File: config.mk
export PLATFORM = sky130hd
export DESIGN_NAME = rsf_sad
export DESIGN_NICKNAME = d
export VERILOG_FILES = /design/src/rtl/rect_sad_trial_fill_defines.svh /design/src/rtl/rsf_pkg.sv /design/src/rtl/rsf_sad.sv
export SDC_FILE = /design/constraint.sdc
export NUM_CORES = 1
export LEC_CHECK = 0
export BUFFER_PORTS_ARGS = -buffer_cell sky130_fd_sc_hd__buf_4
export CAP_MARGIN = 20
export CORE_ASPECT_RATIO = 0.6
export CORE_MARGIN = 4
export CORE_UTILIZATION = 30
export DETAILED_ROUTE_END_ITERATION = 16
export PLACE_DENSITY = 0.53
export SYNTH_ARGS = -nofsm -noshare
export SYNTH_HDL_FRONTEND = slang
export SYNTH_SLANG_ARGS = --single-unit
File: constraint.sdc
create_clock -name clk -period 4.1 [get_ports clk]
set_input_delay 0.41 -clock clk [delete_from_list [all_inputs] [get_ports clk]]
set_output_delay 0.41 -clock clk [all_outputs]
set_load 0.02 [all_outputs]
File: src/rtl/rect_sad_trial_fill_defines.svh
// Assertion helpers used by the RTL of the rectangle trial block.
`ifndef RECT_SAD_TRIAL_FILL_DEFINES_SVH
`define RECT_SAD_TRIAL_FILL_DEFINES_SVH

// Same-cycle implication, disabled while reset is high.
`define RSF_ASSERT_IMP(name, clk, rst, ante, cons) \
  name: assert property (@(posedge clk) disable iff (rst) (ante) |-> (cons)) \
    else $error("rsf: same-cycle check failed");

// Next-cycle implication, disabled while reset is high.
`define RSF_ASSERT_NXT(name, clk, rst, ante, cons) \
  name: assert property (@(posedge clk) disable iff (rst) (ante) |=> (cons)) \
    else $error("rsf: next-cycle check failed");

`endif

File: src/rtl/rsf_pkg.sv
package rsf_pkg;

  // Default geometry.
  localparam int MAX_WIDTH_DEF  = 256;
  localparam int MAX_HEIGHT_DEF = 256;
  localparam int MAX_SIDE_DEF   = 64;
  localparam int PIX_DEF        = MAX_WIDTH_DEF * MAX_HEIGHT_DEF;
  localparam int ADDR_W_DEF     = $clog2(PIX_DEF);
  localparam int SUM_W_DEF      = $clog2(765 * MAX_SIDE_DEF * MAX_SIDE_DEF + 1);

  // Fixed field widths.
  localparam int PIXEL_W   = 24;
  localparam int SUM_OUT_W = 22;
  localparam int DIM_W     = 9;
  localparam int CFG_IDX_W = 1;

  // Command codes.
  localparam logic [1:0] CMD_LOAD  = 2'd0;
  localparam logic [1:0] CMD_TRIAL = 2'd1;
  localparam logic [1:0] CMD_READ  = 2'd2;

  // Configuration register indexes.
  localparam logic [CFG_IDX_W-1:0] REG_IMAGE_WIDTH  = 1'd0;
  localparam logic [CFG_IDX_W-1:0] REG_IMAGE_HEIGHT = 1'd1;

  // Sequencer states.
  typedef enum logic [3:0] {
    ST_CLEAR,
    ST_IDLE,
    ST_EXEC,
    ST_READ_WAIT,
    ST_SCAN,
    ST_DRAIN,
    ST_DECIDE,
    ST_FILL,
    ST_RESP
  } state_t;

  // Controls from the sequencer to the SAD unit.
  typedef struct packed {
    logic clear;
    logic pix_vld;
  } sad_ctrl_t;

  // Status from the SAD unit back to the sequencer.
  typedef struct packed {
    logic busy;
  } sad_stat_t;

  function automatic logic [7:0] absdiff8(input logic [7:0] a, input logic [7:0] b);
    return (a > b) ? (a - b) : (b - a);
  endfunction

  // Sum of per-channel absolute differences of two RGB pixels.
  function automatic logic [9:0] pixel_sad(input logic [23:0] p, input logic [23:0] q);
    return 10'(absdiff8(p[23:16], q[23:16])) + 10'(absdiff8(p[15:8], q[15:8]))
         + 10'(absdiff8(p[7:0], q[7:0]));
  endfunction

endpackage

File: src/rtl/rsf_sad.sv
// Two SAD accumulators fed by one source pixel per cycle while pix_vld is high.
module rsf_sad #(
  parameter int SUM_W = rsf_pkg::SUM_W_DEF
) (
  input  logic                clk,
  input  logic                rst,
  input  rsf_pkg::sad_ctrl_t  ctrl,
  input  logic [23:0]         src_pix,
  input  logic [23:0]         canvas_pix,
  input  logic [23:0]         colour,
  output rsf_pkg::sad_stat_t  stat,
  output logic [SUM_W-1:0]    tsum,
  output logic [SUM_W-1:0]    csum
);

  logic       sad_vld;
  logic [9:0] t_pix;
  logic [9:0] c_pix;

  // Stage valid for the per-pixel differences.
  always_ff @(posedge clk) begin
    if (rst) begin
      sad_vld <= 1'b0;
    end else begin
      sad_vld <= ctrl.pix_vld;
    end
  end

  // Per-pixel SAD against the trial colour and against the canvas.
  always_ff @(posedge clk) begin
    t_pix <= rsf_pkg::pixel_sad(src_pix, colour);
    c_pix <= rsf_pkg::pixel_sad(src_pix, canvas_pix);
  end

  // Accumulate over the rectangle; cleared at the start of each trial.
  always_ff @(posedge clk) begin
    if (ctrl.clear) begin
      tsum <= '0;
      csum <= '0;
    end else if (sad_vld) begin
      tsum <= tsum + SUM_W'(t_pix);
      csum <= csum + SUM_W'(c_pix);
    end
  end

  assign stat.busy = sad_vld;

endmodule
### Word-level counts from Yosys, hierarchy flattened

Index checks and enable logic that the tools add are counted.

* bits in registers: 65
* word-level logic and storage cells: 35

* order comparisons: 6
* muxes and demuxes: 6
* add/subtract/negate cells: 18

Operators by type and width (number)
* subtractor 8 bit: 12
* greater-than comparator 8 bit: 6
* two-way mux 8 bit: 6
* adder 22 x 10 -> 22 bit: 2
* adder 9 x 8 -> 10 bit: 2
* adder 8 x 8 -> 9 bit: 2

### Longest topological paths before layout

* depth after elaboration: 4
* depth in mapped cells: 21
* depth with buffers taken out: 21

### Worst setup path after synthesis

OpenSTA, ideal clock, no wires.

* path type: input -> register
* start point: input port src_pix[16]
* end point: register t_pix[9]
* path slack: -0.155 ns
* data required time: 3.985 ns
* stages: 21
* arrival: 4.141 ns
* library setup time: 0.115 ns
* path buffers: 1
* path through: inv_1 > ha_1 > inv_1 > fa_1 > nand3_1 > a21oi_1 > o32ai_1 > buf_4 > mux2_2 > o21a_1 > or2_2 > fa_1 > inv_1 > ha_1 > a21oi_1 > nor2_1 > nor2_1 > o21bai_1 > a21oi_1 > nor2b_1 > o21a_1

* longest elaborated chain between the ends: 4

Ends and longest elaborated chain
* start, declared: line rsf_sad.sv:8 `input logic [23:0] src_pix,`
* subtractor 8 bit or greater-than comparator 8 bit (tied branches): line rsf_pkg.sv:51 `return (a > b) ? (a - b) : (b - a);`
* two-way mux 8 bit *: line rsf_pkg.sv:51
* adder 8 x 8 -> 9 bit *: line rsf_pkg.sv:56 `return 10'(absdiff8(p[23:16], q[23:16])) + 10'(absdiff8(p[15:8], q[15:8]))`
* adder 9 x 8 -> 10 bit *: line rsf_pkg.sv:57 `+ 10'(absdiff8(p[7:0], q[7:0]));`
* end signal, assigned: line rsf_sad.sv:31 `t_pix <= rsf_pkg::pixel_sad(src_pix, colour);`
* end, declared: line rsf_sad.sv:17 `logic [9:0] t_pix;`

Mark *: on every way between the ends. The rest lies on a longest branch, timed or not.
A chain may end at the register's enable or synchronous reset.

### Worst setup path in the final report

* start point: input port src_pix[16]
* end point: register c_pix[9]

* longest elaborated chain between the ends: 4

Ends and longest elaborated chain
* subtractor 8 bit or greater-than comparator 8 bit (tied branches): line rsf_pkg.sv:51
* two-way mux 8 bit *: line rsf_pkg.sv:51
* adder 8 x 8 -> 9 bit *: line rsf_pkg.sv:56
* adder 9 x 8 -> 10 bit *: line rsf_pkg.sv:57
* end signal, assigned: line rsf_sad.sv:32 `c_pix <= rsf_pkg::pixel_sad(src_pix, canvas_pix);`
* end, declared: line rsf_sad.sv:18 `logic [9:0] c_pix;`

Marks and branches as above.

==> metrics.yaml <==
clocking:
  cts_root_buffer: "clkbuf_16"
  worstSkewPairLatency_ns: 0.33
  hold_buffers: 0
  clk_pin_slew_ns: 0.05
  clock-sinks: 65
  clk_path_buf_depth: 2
  tritoncts: "built"
  cts_buffers: 9
  htreeDepth: 3
global_route:
  track_usage_pct: 15.4
  grt_max_degree: 51
  antenna_found_initial: 0
  grt_overflow: 0
  grt_pass1_vias: 6778
  grt_first_pass_wirelength_um: 36000
timing:
  hold_violations: 0
  finalCritPeriodShare_pct: 95.8
  relSlewSlack_pct: 62.3
  grt_setup_unrepaired: "yes"
  fin_setup_tns_ns: 0
  final_max_slew_viol_count: 0
  skew_ns: 0.00800
  min_period_ns: 3.93
  tightest_slew_ns: 0.566
  fmax_ghz: 0.255
  finalSetupViolCount: 0
setup_path:
  critical_path_buf_inv_count: 5
  endpoint_kind: "register"
  criticalPathCategory: "input pin to register"
  start_kind: "input pin"
  worst_path_max_delay_cell: "fa_1"
  r2r-start: "csum[0]"
  cp_data_required_time_ns: 4.32
  r2r-end: "csum[14]"
  cp_max_fo: 4
  max_stage_delay_ns: 0.51
  crit_arrival_ns: 4.14
  crit_family: "adder cells"
  r2r_cells: 11
  crit_chain: "buf_8 -> inv_8 -> ha_4 -> inv_4 -> fa_2 -> a21o_1 -> a21oi_2 -> nor2_1 -> o21a_1 -> o21ai_4 -> buf_12 -> mux2i_4 -> xnor2_2 -> fa_1 -> inv_2 -> fa_2 -> a21oi_2 -> nor2_1 -> nor2_1 -> o21bai_1 -> a21oi_2 -> nor2b_1 -> o21a_1"
  rrSetupSlack_ns: 1.28
pwr:
  power_density_nw_per_um2: 485
  vdd_ir_drop_max_uv: 318
  leakage_nw: 5.22
finish:
  fin_cells: 1507
  fin_nets: 1385
  drive_gt1_share_pct: 30.3
  area_growth_pct: 36.1
  antennaDiodeCount: 0
detailed_routing:
  wl_per_cell_um: 14.9
  ant_nets: 0
  vias: 6933
  wl_um: 22500
  dr.pass1.iters: 4
  drc: 0
  vias_per_cell: 4.60
  drtIter0Drc: 329
synthesis:
  ys_top_cells_by_area: "ha_1 (20%), dfxtp_1 (17%), fa_1 (8.2%)"
  synth_ff_type: "dfxtp_1"
  muxShareOfSynthArea_pct: 8.04
  syn_area_per_cell_um2: 8.45
  synth_top_area_share_pct: 20.0
  synth_cell_types: 73
  synth_top_family_by_area: "adder cells"
  post-synth-top-count-cell: "inv_1"
  synth-seq-area-share_pct: 16.8
  synthTopCellsByCount: "inv_1 (143), ha_1 (124), nor2_1 (71)"
  syn_area_um2: 7770
  synth_simple_gate_area_share_pct: 13.7
  synth_top_area_cell: "ha_1"
  netlist_instances: 919
  syn-num-nets: 1151
  yosysWarningCount: 0
  synth_fa_ha_area_share_pct: 28.2
  synth_xor_area_share_pct: 8.01
  synth_compound_area_share_pct: 17.4
  async_flop_share_pct: 0
  synth_seq_cells: 65
  synth_edf_count: 0
floorplanning:
  floorplan.initialDensity_pct: 30.6
  ioPinCount: 121
  rows: 45
  die_w_um: 216
  die_area_um2: 28600
  core_area_um2: 25400
  chipHeight_um: 133
hold_path:
  min_path_cells: 2
  min_from: "rst"
  min_to: "stat"
  hold_path_class: "input pin to register"
placement:
  dp_cells: 1489
  portBuffers: 120
  dp_hpwl_um: 19000
  gp_congestion: 0.865
flow_run:
  cap_viol_max_count: 0
outcome:
  outcome: "completed"
## how the worst max path moves through the flow
stage                startpoint  endpoint  cells past startpoint
floorplan           src_pix[16]  c_pix[9]                     21
global placement    src_pix[16]  t_pix[9]                     21
detailed placement  src_pix[16]  t_pix[9]                     22
CTS                 src_pix[16]  c_pix[9]                     21
global route        src_pix[16]  t_pix[7]                     22
finish              src_pix[16]  c_pix[9]                     23
## repair_timing
item / in CTS / in global routing
gates resized for setup: 1 / 69
setup endpoints to repair: 3 / 8
buffers inserted: 0 / 8
pin swaps: 0 / 51
## per-stage QoR
step           setup slack, ns  power (W)  hold WS, ns  area, um2  utilization [%]
4_1_cts                 0.0327    0.00491        0.223      10200             40.2
3_3_place_gp            -0.275    0.00414        0.496       9930             39.1
5_1_grt               -0.00116    0.00562        0.233      10600             41.6
2_1_floorplan          0.00524    0.00295        0.482       7800                -
6_report                 0.172    0.00513        0.233      10600             41.6
3_5_place_dp            -0.374    0.00416        0.504       9930             39.1
## per-layer routing
layer  global-route usage, %  routed length (um)  vias to the layer above
met2                    21.1                8690                      103
met4                    2.00                 151                        0
li1                        -                   -                     3605
met1                    25.2               12700                     3213
met3                    2.55                 948                       12
met5                       0                   0                        -
## sequential cells by signal (all words and copies together) (netlist names)
signal  count
c_pix      10
csum       22
stat        1
t_pix      10
tsum       22
## cells in the final DEF (no fill, tap or decap), types with 12 or more instances in the layout
cell	instances
a21o_1	28
a21oi_1	47
a21oi_2	15
buf_4	235
dfxtp_1	65
fa_1	26
ha_1	113
inv_1	135
mux2_2	18
mux2i_1	33
nand2_1	37
nand3_1	19
nand4_1	12
nor2_1	70
nor2b_1	21
o21ai_0	22
o21bai_1	12
xnor2_1	39
xor2_1	27
## power by group
part / internal [W] / leakage (nW) / switching, W / total [W]
clock: 0.000460 / 0.129 / 0.000254 / 0.000715
sequential: 0.000810 / 0.534 / 0.0000923 / 0.000902
combinational: 0.00179 / 4.56 / 0.00172 / 0.00351
## cells by family (layout without fill, tap and decap cells)
logic type	Yosys count	after routing
compound gates	197	197
xor+xnor	71	71
mux	60	60
fa+ha+maj	156	156
buf+inv	159	395
flops	65	65
simple gates	211	211
## cell type report
cell class,count,area (um2)
Fill cell,2596,14800
Clock buffer,12,236
Inverter,143,547
Sequential cell,65,1300
Tap cell,352,440
Timing Repair Buffer,239,1820
Clock inverter,1,30.0
Multi-Input combinational cell,695,6190
(Power assumes the default switching activity.)
